==> src/rtl/smep_pkg.sv <==
// Shared types, codes and constants of the scroll message escape parser.
package smep_pkg;

    localparam int ANIM_SLOTS = 16;

    localparam logic [7:0] CH_TILDE      = 8'h7E;
    localparam logic [7:0] CH_CARET      = 8'h5E;
    localparam logic [7:0] CH_RAW_MARK   = 8'hFF;
    localparam logic [7:0] CH_ANIM_BASE  = 8'h41;
    localparam logic [7:0] CARET_OFFSET_RESET = 8'd63;

    typedef enum logic [2:0] {
        ACT_SETMODE = 3'd0,
        ACT_CLEAR   = 3'd1,
        ACT_CHAR    = 3'd2,
        ACT_RAW     = 3'd3,
        ACT_ANIM    = 3'd4,
        ACT_END     = 3'd5,
        ACT_WRAP    = 3'd6
    } action_t;

    typedef enum logic [4:0] {
        PH_MODE  = 5'b00001,
        PH_BODY  = 5'b00010,
        PH_TILDE = 5'b00100,
        PH_CARET = 5'b01000,
        PH_RAW   = 5'b10000
    } phase_t;

    typedef struct packed {
        action_t    action;
        logic [7:0] value;
        logic       step_five;
        logic       bidirectional;
        logic [2:0] delay_index;
        logic [2:0] speed_index;
        logic       last;
    } result_t;

    typedef struct packed {
        result_t    r0;
        result_t    r1;
        logic [1:0] cnt;
    } parse_out_t;

    function automatic result_t mk_result(action_t act, logic [7:0] val);
        result_t r;
        r        = '0;
        r.action = act;
        r.value  = val;
        return r;
    endfunction

endpackage

==> src/rtl/scroll_message_escape_parser_core.sv <==
// Top level of the scroll message escape parser: input register, decode, result queue.
//
// channel | direction | tdata                                   | tuser      | tlast
// s_      | in        | [7:0] message_byte                      | -          | -
// m_      | out       | [7:0] value [8] step_five [9] bidirect. | [2:0] act. | last
//         |           | [12:10] delay_index [15:13] speed_index |            |
// cfg_    | in        | cfg_wdata [7:0] caret_offset, cfg_wen   |            |
//
// One byte is decoded per cycle while the queue has room for two results; a byte may push
// two results at once, and the output gives one transfer per cycle while m_tready is high.
// Path: input register, then combinational decode written into the four-entry result queue.
// Reset (aresetn low, synchronous) empties the queue and returns to expecting a mode byte.
// A stalled m_ side back-pressures s_ once the queue cannot take two more results.
module scroll_message_escape_parser_core
    import smep_pkg::*;
(
    input  logic        aclk,
    input  logic        aresetn,
    input  logic        s_tvalid,
    output logic        s_tready,
    input  logic [7:0]  s_tdata,   // [7:0] message_byte
    output logic        m_tvalid,
    input  logic        m_tready,
    output logic [15:0] m_tdata,   // value, step_five, bidirectional, delay_index, speed_index
    output logic [2:0]  m_tuser,   // action
    output logic        m_tlast,
    input  logic        cfg_wen,
    input  logic [7:0]  cfg_wdata
);

    logic       in_valid_reg;
    logic [7:0] in_byte_reg;
    logic       room2;
    logic       fire;
    parse_out_t pout;
    result_t    head;

    assign fire     = in_valid_reg && room2;
    assign s_tready = !in_valid_reg || fire;

    always_ff @(posedge aclk) begin
        if (!aresetn) begin
            in_valid_reg <= 1'b0;
        end else if (s_tready) begin
            in_valid_reg <= s_tvalid;
        end
    end

    always_ff @(posedge aclk) begin
        if (s_tready && s_tvalid) begin
            in_byte_reg <= s_tdata;
        end
    end

    smep_parser u_parser (
        .aclk      (aclk),
        .aresetn   (aresetn),
        .byte_in   (in_byte_reg),
        .fire      (fire),
        .cfg_wen   (cfg_wen),
        .cfg_wdata (cfg_wdata),
        .pout      (pout)
    );

    smep_res_fifo u_fifo (
        .aclk       (aclk),
        .aresetn    (aresetn),
        .push       (fire),
        .pin        (pout),
        .room2      (room2),
        .head       (head),
        .head_valid (m_tvalid),
        .pop        (m_tready)
    );

    assign m_tdata = {head.speed_index, head.delay_index, head.bidirectional,
                      head.step_five, head.value};
    assign m_tuser = head.action;
    assign m_tlast = head.last;

endmodule

==> src/rtl/smep_parser.sv <==
// Parse state, caret offset register and per-byte result decode.
module smep_parser
    import smep_pkg::*;
(
    input  logic       aclk,
    input  logic       aresetn,
    input  logic [7:0] byte_in,
    input  logic       fire,
    input  logic       cfg_wen,
    input  logic [7:0] cfg_wdata,
    output parse_out_t pout
);

    localparam logic [8:0] ANIM_SLOTS_W = 9'(ANIM_SLOTS);

    phase_t     phase_reg, phase_next;
    logic       seen_reg, seen_next;
    logic [7:0] caret_reg;
    logic [7:0] anim_idx;
    result_t    r0, r1;
    logic [1:0] n;

    assign anim_idx = byte_in - CH_ANIM_BASE;

    always_comb begin
        r0         = '0;
        r1         = '0;
        n          = 2'd0;
        phase_next = phase_reg;
        seen_next  = seen_reg;
        unique case (phase_reg)
            PH_BODY: begin
                if (byte_in == 8'd0) begin
                    r0         = mk_result(ACT_END, 8'd0);
                    n          = 2'd1;
                    phase_next = PH_MODE;
                    seen_next  = 1'b0;
                end else begin
                    if (seen_reg) begin
                        r0 = mk_result(ACT_RAW, 8'd0);
                        n  = 2'd1;
                    end
                    seen_next = 1'b1;
                    if (byte_in == CH_TILDE) begin
                        phase_next = PH_TILDE;
                    end else if (byte_in == CH_RAW_MARK) begin
                        phase_next = PH_RAW;
                    end else if (byte_in == CH_CARET) begin
                        phase_next = PH_CARET;
                    end else if (seen_reg) begin
                        r1 = mk_result(ACT_CHAR, byte_in);
                        n  = 2'd2;
                    end else begin
                        r0 = mk_result(ACT_CHAR, byte_in);
                        n  = 2'd1;
                    end
                end
            end
            PH_TILDE: begin
                if (byte_in != CH_TILDE && {1'b0, anim_idx} < ANIM_SLOTS_W) begin
                    r0 = mk_result(ACT_ANIM, anim_idx);
                    n  = 2'd1;
                end
                phase_next = PH_BODY;
            end
            PH_CARET: begin
                r0 = mk_result(ACT_CHAR,
                               (byte_in == CH_CARET) ? byte_in : byte_in + caret_reg);
                n          = 2'd1;
                phase_next = PH_BODY;
            end
            PH_RAW: begin
                if (byte_in == CH_RAW_MARK) begin
                    phase_next = PH_BODY;
                end else begin
                    r0 = mk_result(ACT_RAW, byte_in);
                    n  = 2'd1;
                end
            end
            default: begin
                if (byte_in == 8'd0) begin
                    r0         = mk_result(ACT_WRAP, 8'd0);
                    n          = 2'd1;
                    phase_next = PH_MODE;
                end else begin
                    r0               = mk_result(ACT_SETMODE, 8'd0);
                    r0.step_five     = byte_in[3];
                    r0.bidirectional = byte_in[7];
                    r0.delay_index   = byte_in[6:4];
                    r0.speed_index   = byte_in[2:0];
                    r1               = mk_result(ACT_CLEAR, 8'd0);
                    n                = 2'd2;
                    phase_next       = PH_BODY;
                end
                seen_next = 1'b0;
            end
        endcase
        if (n == 2'd1) begin
            r0.last = 1'b1;
        end
        if (n == 2'd2) begin
            r1.last = 1'b1;
        end
    end

    assign pout.r0  = r0;
    assign pout.r1  = r1;
    assign pout.cnt = n;

    always_ff @(posedge aclk) begin
        if (!aresetn) begin
            phase_reg <= PH_MODE;
            seen_reg  <= 1'b0;
            caret_reg <= CARET_OFFSET_RESET;
        end else begin
            if (fire) begin
                phase_reg <= phase_next;
                seen_reg  <= seen_next;
            end
            if (cfg_wen) begin
                caret_reg <= cfg_wdata;
            end
        end
    end

endmodule

==> src/rtl/smep_res_fifo.sv <==
// Four-entry result queue, up to two writes and one read per cycle.
module smep_res_fifo
    import smep_pkg::*;
(
    input  logic       aclk,
    input  logic       aresetn,
    input  logic       push,
    input  parse_out_t pin,
    output logic       room2,
    output result_t    head,
    output logic       head_valid,
    input  logic       pop
);

    result_t    mem [4];
    logic [1:0] wr_ptr_reg, rd_ptr_reg;
    logic [2:0] count_reg;
    logic [1:0] n_push;
    logic       do_pop;

    assign n_push     = push ? pin.cnt : 2'd0;
    assign do_pop     = pop && head_valid;
    assign head_valid = (count_reg != 3'd0);
    assign head       = mem[rd_ptr_reg];
    assign room2      = (count_reg <= 3'd2);

    always_ff @(posedge aclk) begin
        if (n_push != 2'd0) begin
            mem[wr_ptr_reg] <= pin.r0;
        end
        if (n_push == 2'd2) begin
            mem[wr_ptr_reg + 2'd1] <= pin.r1;
        end
    end

    always_ff @(posedge aclk) begin
        if (!aresetn) begin
            wr_ptr_reg <= '0;
            rd_ptr_reg <= '0;
            count_reg  <= '0;
        end else begin
            wr_ptr_reg <= wr_ptr_reg + n_push;
            rd_ptr_reg <= rd_ptr_reg + {1'b0, do_pop};
            count_reg  <= count_reg + {1'b0, n_push} - {2'b00, do_pop};
        end
    end

endmodule

==> config.mk <==
export PLATFORM = sky130hd
export DESIGN_NAME = scroll_message_escape_parser_core
export DESIGN_NICKNAME = d
export VERILOG_FILES = /design/src/rtl/smep_pkg.sv /design/src/rtl/scroll_message_escape_parser_core.sv /design/src/rtl/smep_parser.sv /design/src/rtl/smep_res_fifo.sv
export SDC_FILE = /design/constraint.sdc
export NUM_CORES = 1
export LEC_CHECK = 0
export BUFFER_PORTS_ARGS = -buffer_cell sky130_fd_sc_hd__buf_2
export CORE_MARGIN = 1.5
export CORE_UTILIZATION = 60
export DETAILED_ROUTE_END_ITERATION = 10
export GPL_TIMING_DRIVEN = 0
export PLACE_DENSITY = 0.8
export SYNTH_ARGS = -nofsm -noshare
export SYNTH_HDL_FRONTEND = slang
export SYNTH_SLANG_ARGS = --single-unit
==> constraint.sdc <==
create_clock -name aclk -period 4.9 [get_ports aclk]
set_clock_uncertainty 0.1 [all_clocks]
set_input_delay 0.49 -clock aclk [delete_from_list [all_inputs] [get_ports aclk]]
set_output_delay 0.49 -clock aclk [all_outputs]
set_load 0.02 [all_outputs]
==> results.md, run 1 <==
Timing:
- The final count of pins violating max slew is 0.
- The clock period could shrink to between 4000 and 5000 ps.
- The normalized max-slew margin is 0.4075.
- The actual transition at the worst max-transition pin is slightly below 900 ps.
- The number of failing hold endpoints at the final stage is 0.
- Setup repair after global routing left no endpoint under its margin.
- Dividing the final minimum period by the clock period gives 0.8576.
- Summed over all failing endpoints, the final setup total negative slack is 0 ps.
- Derived from the worst setup path, the maximum achievable clock frequency is 238.0 MHz.
- The number of endpoints failing setup at the final stage is 0.

Setup path:
- The source of the worst register-to-register timing path is in_byte_reg[0]$_DFFE_PP_.
- Of all nets on the critical path, the largest fanout is 11.
- Broken down by cell family, the worst path's largest delay share belongs to simple AND/OR/NAND/NOR gates.
- The reg2reg setup slack is approximately 700 ps.
- The sum of buffers and inverters on the critical path is 4.
- Traced cell by cell, the critical path runs through inv_1 -> ha_1 -> nand2b_1 -> or3_1 -> buf_2 -> ha_1 -> a21oi_1 -> a211oi_2 -> nand3b_1 -> nor3_1 -> buf_4 -> or2_4 -> buf_6 -> nand2_1.
- The worst register-to-register path has a depth of 14.
- The critical path crosses 14 cells after its start point.
- The signal arrival time at the worst endpoint is 4120 ps.
- The slowest stage of the critical path is the edfxtp_1 cell.
- For this run, the slowest stage of the critical path takes ~620 ps.
- The element type at the critical path start is a flip-flop.
- The most numerous cell type found on the critical path is ha_1.
- The startpoint-to-endpoint class of the critical path is flip-flop to flip-flop.
- At the worst endpoint, the required time is slightly below 5000 ps.
- The critical path capture point type is a flip-flop.
- The worst register-to-register path ends at u_fifo.mem[2][17]$_DFFE_PP_.

Route:
- The pre-antenna-repair detailed-routing pass consisted of 5 iterations.
- The average via count per standard cell is about 6.6.
- In this run, the number of DRC markers left after iteration 0 of detailed routing was approximately 420.
- The count of nets left with antenna violations once routing finished came out at 0.
- The sum of routed wire length over all layers is approximately 13000 um.
- For this run, design rule violations remaining after detail routing come to 0.
- After detailed routing, the average wire length per cell comes to ~20 um.
- Across all layers, the routed design uses 4500 vias.

Floorplanning:
- The area of the core is 9153 sq um.
- The die covers between 9000 and 10000 sq um.
- The width of the die is about 99 um.
- After floorplanning, the core was divided into 35 placement rows.
- The vertical die dimension is about 99 um.
- For this configuration, the core starts out at a cell density of 0.6103.
- For this design the top-level I/O count stands at 43.

Run:
- The tool flagged a number of max-cap violations equal to 0.

Yosys:
- After synthesis, the cell types taking the most area are edfxtp_1 (28%), dfxtp_1 (21%), mux4_2 (8.1%).
- The number of unique standard cell types used by synthesis is 57.
- In the synthesized netlist the dominant register cell turns out to be dfxtp_1.
- The count of warnings emitted by yosys is 0.
- The average instance in the mapped netlist occupies 10.87 sq um.
- The share of synthesized area occupied by flip-flops and latches is 0.4875.
- Synthesis produced a netlist whose cell count is about 500.
- The post-synthesis async set-or-reset flop share is 0.
- Summed over all instances, the cell type with the most area after synthesis is edfxtp_1.
- Synthesis produced a netlist with a net count of approximately 550.
- The proportion of netlist area held by the largest area contributor is 0.2796.
- After synthesis the cells add up to roughly 5600 sq um.
- Yosys mapped a number of flops with a built-in enable equal to 52.
- The flop and latch count out of synthesis is 110.

CTS:
- The number of buffers on the longest clock path is 2.
- The number of setup buffers added after CTS is 0.
- The total clock sinks is 110.
- The total of cells resized after clock tree synthesis is 0.
- After clock tree synthesis, the flow added hold-fix buffers numbering 0.
- Clock latency on the worst-skew pair, taken at its later pin, is 390 ps.
- TritonCTS built the clock tree.
- The root cell of the clock tree is clkbuf_8.
- The clock transition at the registers of the reported paths is approximately 110 ps.
- The number of CTS-inserted buffers is 9.
- The H-tree was split into 3 levels.

Power:
- The total power consumption of the routed design is around 2600 uW.
- The leakage dissipation is 0.002219 uW.
- The cell area power density is about 420 nW/um^2.
- Across the VDD grid, the largest voltage drop is around 210 uV.

Layout:
- In the layout the commonest cells are dfxtp_1 (58), buf_2 (52), edfxtp_1 (52).
- With fillers left out, the area of the finished cells amounts to roughly 6100 sq um.
- 0 antenna diodes ended up in the layout.
- The post-layout net count is approximately 610.
- The proportion of layout cells with a drive suffix above 1 is 0.1804.
- The total of fill cells in the finished design is about 700.
- The number of flip-flops under the largest register name is 80.
- The area growth from synthesis to layout is 9.655%.
- The most common cell after layout, fill and taps aside is dfxtp_1.

Hold path:
- Counting instances, the worst hold path has a depth of 1.
- The worst hold path begins at s_tdata[0].
- The worst hold path class is input pin to flip-flop.
- The path with the worst hold slack has its endpoint at in_byte_reg[0]$_DFFE_PP_.

Place:
- Summed over all nets, the half-perimeter wirelength after detailed placement is a little over 9000 um.
- The weighted congestion at the end of routability-driven global placement is a little under 0.9.
- The placed instances occupy a cell area of 5929 sq um.
- The count of buffers added on input and output ports is 41.

GRT:
- The global-route wire length before repair is 21660 um.
- The met2 track demand over resource is 0.4568.
- The initial antenna violation count is 0.
- The via count of the first global-routing pass is 4415.
- The maximum number of pins on one net before global-route repair is 20.
- For this run, global-route usage on met3 was measured as 0.04568.
- For met1 alone, demand over resource in global routing was 0.3828.
- Global routing finished with a remaining overflow of 0.
- The overall routing resource usage is 0.2850.
- In this run the most used layer during global routing was met2.

Run status:
- The flow ran to the end, and the final reports show no timing, DRC or antenna violations.
[through the flow]
step | worst slack (ps) | utilization | instances | hold WS (ps)
after floorplan | 1500 | - | 514 | 338.5
after global placement | 965.0 | 0.6478 | 666 | 351.2
after detailed placement | 888.6 | 0.6478 | 666 | 362.8
after CTS | 753.5 | 0.6692 | 682 | 170.4
after global routing | 521.1 | 0.6692 | 682 | 167.7
final | 697.5 | 0.6692 | 682 | 178.1
[cells by family after synthesis]
group	share of synthesized area
mux	0.1057
flops	0.4875
simple gates	0.1411
compound gates	0.1595
xor+xnor	0.02039
buf+inv	0.04055
fa+ha+maj	0.04525
[report_power, final]
part           internal (uW)  total [uW]  switching, uW
combinational            366         837            471
clock                    219         544            324
sequential              1110        1190           78.5
total                   1690        2570            874
[worst register-to-register path: stages (launching register included)]
cell,delay (ps)
edfxtp_1,620
inv_1,220
ha_1,210
nand2b_1,100
or3_1,330
buf_2,190
ha_1,300
a21oi_1,50
a211oi_2,380
nand3b_1,210
nor3_1,80
buf_4,200
or2_4,280
buf_6,150
nand2_1,430
[cell usage after synthesis (2+ instances only)]
| library cell | number |
|---|---|
| fa_1 | 2 |
| nand2_1 | 38 |
| mux4_2 | 20 |
| nor3_2 | 2 |
| o22ai_1 | 40 |
| nand2b_1 | 3 |
| inv_1 | 12 |
| o21ai_0 | 36 |
| or3_1 | 6 |
| nor3b_1 | 2 |
| buf_1 | 2 |
| o31ai_1 | 6 |
| and3_1 | 5 |
| a22oi_1 | 2 |
| nand4_1 | 3 |
| xnor2_1 | 9 |
| nor3_1 | 8 |
| xor2_1 | 4 |
| o211ai_1 | 20 |
| nand3_1 | 25 |
| mux2i_1 | 14 |
| buf_4 | 3 |
| clkbuf_2 | 2 |
| nor2b_1 | 9 |
| nor4_1 | 2 |
| edfxtp_1 | 52 |
| ha_1 | 17 |
| buf_2 | 11 |
| o21a_1 | 4 |
| a21oi_1 | 13 |
| buf_6 | 2 |
| nor2_1 | 19 |
| and2_1 | 11 |
| a211oi_1 | 2 |
| dfxtp_1 | 58 |
| clkbuf_1 | 17 |
| o21ai_1 | 9 |
| nand3b_1 | 5 |
[worst max-delay path by stage]
stage,to,slack [ps],start
2_1_floorplan,u_fifo.mem[2][0]$_DFFE_PP_,1500,in_byte_reg[0]$_DFFE_PP_
3_3_place_gp,u_fifo.mem[2][9]$_DFFE_PP_,970,in_byte_reg[0]$_DFFE_PP_
3_5_place_dp,u_fifo.mem[2][16]$_DFFE_PP_,890,in_byte_reg[0]$_DFFE_PP_
4_1_cts,u_fifo.mem[2][17]$_DFFE_PP_,750,in_byte_reg[0]$_DFFE_PP_
5_1_grt,u_fifo.mem[2][17]$_DFFE_PP_,520,in_byte_reg[0]$_DFFE_PP_
6_report,u_fifo.mem[2][17]$_DFFE_PP_,700,in_byte_reg[0]$_DFFE_PP_
[layout make-up]
class,instances,area [sq um],share of cell area
tap,111,138.9,0.02268
clock buffer,9,123.9,0.02022
buffer,37,181.4,0.02962
sequential,110,2723,0.4445
multi-input combinational,355,2636,0.4304
inverter,12,45.04,0.007354
clock inverter,7,71.32,0.01164
timing repair buffer,41,205.2,0.03350
[metal layers]
metal / share of wire / wire, um
met3: 0.084 / 1127
met2: 0.47 / 6313
met4: 0.033 / 435
met5: 0 / 0
met1: 0.41 / 5466
(Power assumes the default switching activity.)
==> run 2: changes to the inputs <==
Settings changed: ABC_AREA set to 1, CORE_UTILIZATION 60 to 61.
==> run 2 against run 1 <==
Compared with the run above:
- worst hold slack worse by 16 ps
- critical path depth is 2 higher
- worst setup slack gained 560 ps
- critical path type unchanged
- highest routed layer unchanged
==> results.md, run 2 <==
Setup path:
- The logic depth of the worst register-to-register path is 16 (+2).
- In this run the critical register-to-register path is captured at u_fifo.mem[1][10]$_DFFE_PP_.
- The source of the worst register-to-register timing path is in_byte_reg[0]$_DFFE_PP_.
- The critical path is of the flip-flop to flip-flop type.
- The worst setup path is launched from a flip-flop.
- The critical path capture point type is a flip-flop.
- The data required time at the worst endpoint is 4830 ps (about the same).
- The reg2reg setup slack came to 1260 ps (+560 ps).
- The signal arrival time at the worst endpoint is 3580 ps (-540 ps).
- The maximum fanout count along the critical path is 13 (+2).
- The timing startpoint of the critical path is in_byte_reg[0]$_DFFE_PP_.

Power:
- The leakage dissipation was 0.002908 uW (+31%).
- The cell area power density came to 446.1 nW/um^2 (+6.5%).
- The total power consumption of the routed design was 2958 uW (+15%).
- The switching share of power came to 0.4149 (+0.07429).
- The worst vdd rail ir drop is 251.0 uV (+20%).
- The sequential power share came to 0.411 (-0.051).
- The logic gate share of total power is 0.397 (+0.071).
- The part of the power in the clock network is 0.193 (-0.019).
- The reported net switching power is 1227 uW (+40%).
- The internal power consumption is 1731 uW (+2.3%).

GRT:
- The overall overflow remaining after global route is 0 (unchanged).
- The initial antenna violation count came to 0 (unchanged).
- The via count of the first global-routing pass is 5386 (+22%).
- The global-route wire length before repair is 25750 um (+19%).
- The overall routing resource usage is 0.3214 (+0.03635).
- The maximum number of pins on one net before global-route repair is 21 (+5.0%).

Layout:
- The post-layout net count is 855 (+41%).
- The number of flip-flops under the largest register name is 80 (unchanged).
- The proportion of layout cells with a drive suffix above 1 was 0.1354 (-0.04502).
- The library cells used most frequently in the layout, excluding fill and tap cells, are nand2_1 (129), nor2_1 (90), inv_1 (80).
- Compared with the post-synthesis result, the final layout area differs by 9.529%.
- The most common cell after layout, fill and taps aside is nand2_1.
- The antenna diode instance count is 0 (unchanged).
- The total of fill cells in the finished design came to 834 (+16%).
- The core utilization of the finished layout is 0.6846 (+0.01545).

Run:
- The max-capacitance violation count is 0 (unchanged).

Yosys:
- The mux contribution to synthesized area is 0 (-0.1057).
- The number of instances in the synthesized netlist is 764 (+49%).
- The dominant cell type by area after synthesis is edfxtp_1.
- The proportion of netlist area held by the largest area contributor is 0.2580 (-0.02161).
- The post-synthesis share of cell area spent on xor and xnor gates is 0.01158 (-0.008810).
- The share of synthesized area occupied by flip-flops and latches is 0.4498 (-0.03768).
- The share of synthesized cell area in full adder, half adder and majority cells is 0.04175 (-0.003498).
- The number of unique standard cell types used by synthesis is 42 (-26%).
- In the post-synthesis netlist, the biggest area contributors are edfxtp_1 (26%), dfxtp_1 (19%), nand2_1 (8.0%).
- The most frequently used cell type in the post-synthesis netlist is nand2_1.
- The flop and latch count out of synthesis is 110 (unchanged).
- The area fraction in and, or, nand and nor cells after synthesis is 0.2377 (+0.09657).
- The count of warnings emitted by yosys came to 0 (unchanged).
- The post-synthesis async set-or-reset flop share is 0 (unchanged).
- The summed instance area of the synthesized netlist is 6053 sq um (+8.4%).
- The synthesized netlist net count is 804 (+45%).
- For this run, the leading register cell type out of synthesis is dfxtp_1.
- The number of enable-type register cells in the synthesized netlist is 52 (unchanged).
- The largest family of logic cells by synthesized area is simple AND/OR/NAND/NOR gates.
- By count the netlist is led by nand2_1 (129), nor2_1 (90), inv_1 (80), nand3_1 (69), o21ai_0 (66).
- The post-synthesis compound-gate area fraction is 0.1652 (+0.005653).
- The per-instance average area after synthesis came to 7.923 sq um (-27%).

CTS:
- The clock transition at the registers of the reported paths is 120 ps (about the same).
- The TritonCTS clock tree is yes.
- The number of buffers on the longest clock path is 2 (unchanged).
- The number of CTS-inserted buffers came to 9 (unchanged).
- The root cell of the clock tree is clkbuf_8.
- The total of cells resized after clock tree synthesis is 0 (unchanged).
- The number of setup buffers added after CTS is 0 (unchanged).
- The depth of the CTS H-tree came to 3 (unchanged).
- The total clock sinks is 110 (unchanged).
- The source-to-sink clock delay at the later pin of the worst-skew pair was 390 ps (about the same).
- The number of hold-repair buffers added at the cts stage is 0 (unchanged).

Route:
- The total iterations of the first detailed-routing run is 5 (unchanged).
- The average routed wire per standard cell is 16.87 um (-14%).
- The number of vias after detailed routing is 5614 (+25%).
- The average via count per standard cell was 5.891 (-11%).
- The remaining antenna violation count came to 0 (unchanged).
- The sum of routed wire length over all layers is 16080 um (+20%).
- The final routed DRC violation total is 0 (unchanged).
- The starting DRC count in detailed routing came to 442 (+5.7%).

Floorplanning:
- The number of top-level pins came to 43 (unchanged).
- The number of rows in the core area is 36 (+2.9%).
- The area of the core came to 9684 sq um (+5.8%).
- The width of the die came to 102.6 um (+3.2%).
- The vertical die dimension is 102.6 um (+3.2%).
- The starting utilization of the core area came to 0.6251 (+0.01481).
- The full die area is 10530 sq um (+6.4%).

Timing:
- The achievable frequency is 274.6 MHz (+15%).
- Setup repair after global routing left no endpoint under its margin.
- The accumulated negative setup slack was 0 ps (unchanged).
- The post-route fraction of the period consumed by the critical path is 0.7432 (-0.1145).
- The final count of pins violating max slew came to 0 (unchanged).
- The final critical-path required period is 3642 ps (-560.9 ps).
- The actual transition at the worst max-transition pin is 723.1 ps (-165.6 ps).
- The normalized max-slew margin came to 0.5161 (+0.1086).
- The number of endpoints failing setup at the final stage is 0 (unchanged).
- The number of failing hold endpoints at the final stage is 0 (unchanged).

Hold path:
- The startpoint identified for the worst hold timing path is s_tdata[0].
- The hold-critical path depth is 1 (unchanged).
- In this run the worst hold path is classified as input pin to flip-flop.
- For hold timing, the worst endpoint is in_byte_reg[0]$_DFFE_PP_.

Place:
- The weighted congestion at the end of routability-driven global placement is 0.9886 (+11%).
- The number of buffers inserted by port buffering came to 40 (-2.4%).
- The HPWL after detailed placement was 11730 um (+25%).

Run status:
- The flow ran to the end, and the final reports show no timing, DRC or antenna violations.
run 2: cell count changes after synthesis, moves of 7 or more:
cell      before  now
nand3_1       25   69
nor2b_1        9    0
nand2_2        0    9
a21oi_1       13   34
mux2i_1       14    0
o21ai_0       36   66
xnor2_1        9    2
o211ai_1      20    5
nor2_1        19   90
o21ai_1        9   27
and2_1        11    0
nand2_1       38  129
inv_1         12   80
mux4_2        20    0
run 2: area by class of cell:
class                           count  area [sq um]  share of cell area
Clock inverter                      6         61.31            0.009247
Multi-Input combinational cell    532          2761              0.4165
Buffer                             38         254.0             0.03831
Tap cell                          133         166.4             0.02510
Timing Repair Buffer               40         200.2             0.03019
Sequential cell                   110          2723              0.4106
Clock buffer                       10         148.9             0.02246
Inverter                           84         315.3             0.04756
run 2: how the worst max path moves through the flow:
stage                                        endpoint  depth (start not counted)
after detailed placement  u_fifo.mem[1][12]$_DFFE_PP_                         16
after global placement    u_fifo.mem[1][12]$_DFFE_PP_                         16
after floorplan            u_fifo.mem[1][0]$_DFFE_PP_                         16
after global routing       u_fifo.mem[1][9]$_DFFE_PP_                         18
after CTS                  u_fifo.mem[1][9]$_DFFE_PP_                         16
final                     u_fifo.mem[1][10]$_DFFE_PP_                         16
run 2: kinds of logic (layout without fill, tap and decap cells):
family,after synthesis,after routing
fa+ha+maj,19,19
simple gates,326,326
buf+inv,122,178
flops,110,110
xor+xnor,8,8
compound gates,179,179
run 2: power groups by stage:
stage	Clock (uW)	Sequential, uW	Combinational (uW)
3_5_place_dp	0	1230	1150
2_1_floorplan	0	1200	820
3_3_place_gp	0	1220	1120
6_report	570	1210	1170
5_1_grt	608	1230	1280
4_1_cts	564	1210	1160
run 2: through the flow:
stage,instance area (sq um),setup WS [ps],cells,hold slack (ps)
floorplan,6053,1979,764,332.9
global placement,6420,1348,937,349.9
detailed placement,6420,1332,937,356.5
finish,6630,1258,953,162.5
CTS,6630,1283,953,161.9
global route,6630,973.8,953,151.7
run 2: critical path, stage by stage (launching register included):
cell and delay [ps]:
edfxtp_1 470, inv_1 250, ha_1 200, inv_1 40, nor2_1 180, nand2_1 160, ha_1 320, inv_1 50
nand3_1 70, nand2_1 80, nand2_1 50, nand2_1 60, nand3_1 170, nand2_2 190, nand3_1 170, buf_4 260
nand2_1 460
run 2: per-layer routing:
layer,share of wire,track usage
met3,0.092,0.05424
met2,0.48,0.5517
met1,0.40,0.3974
met4,0.032,0.1475
met5,0,0
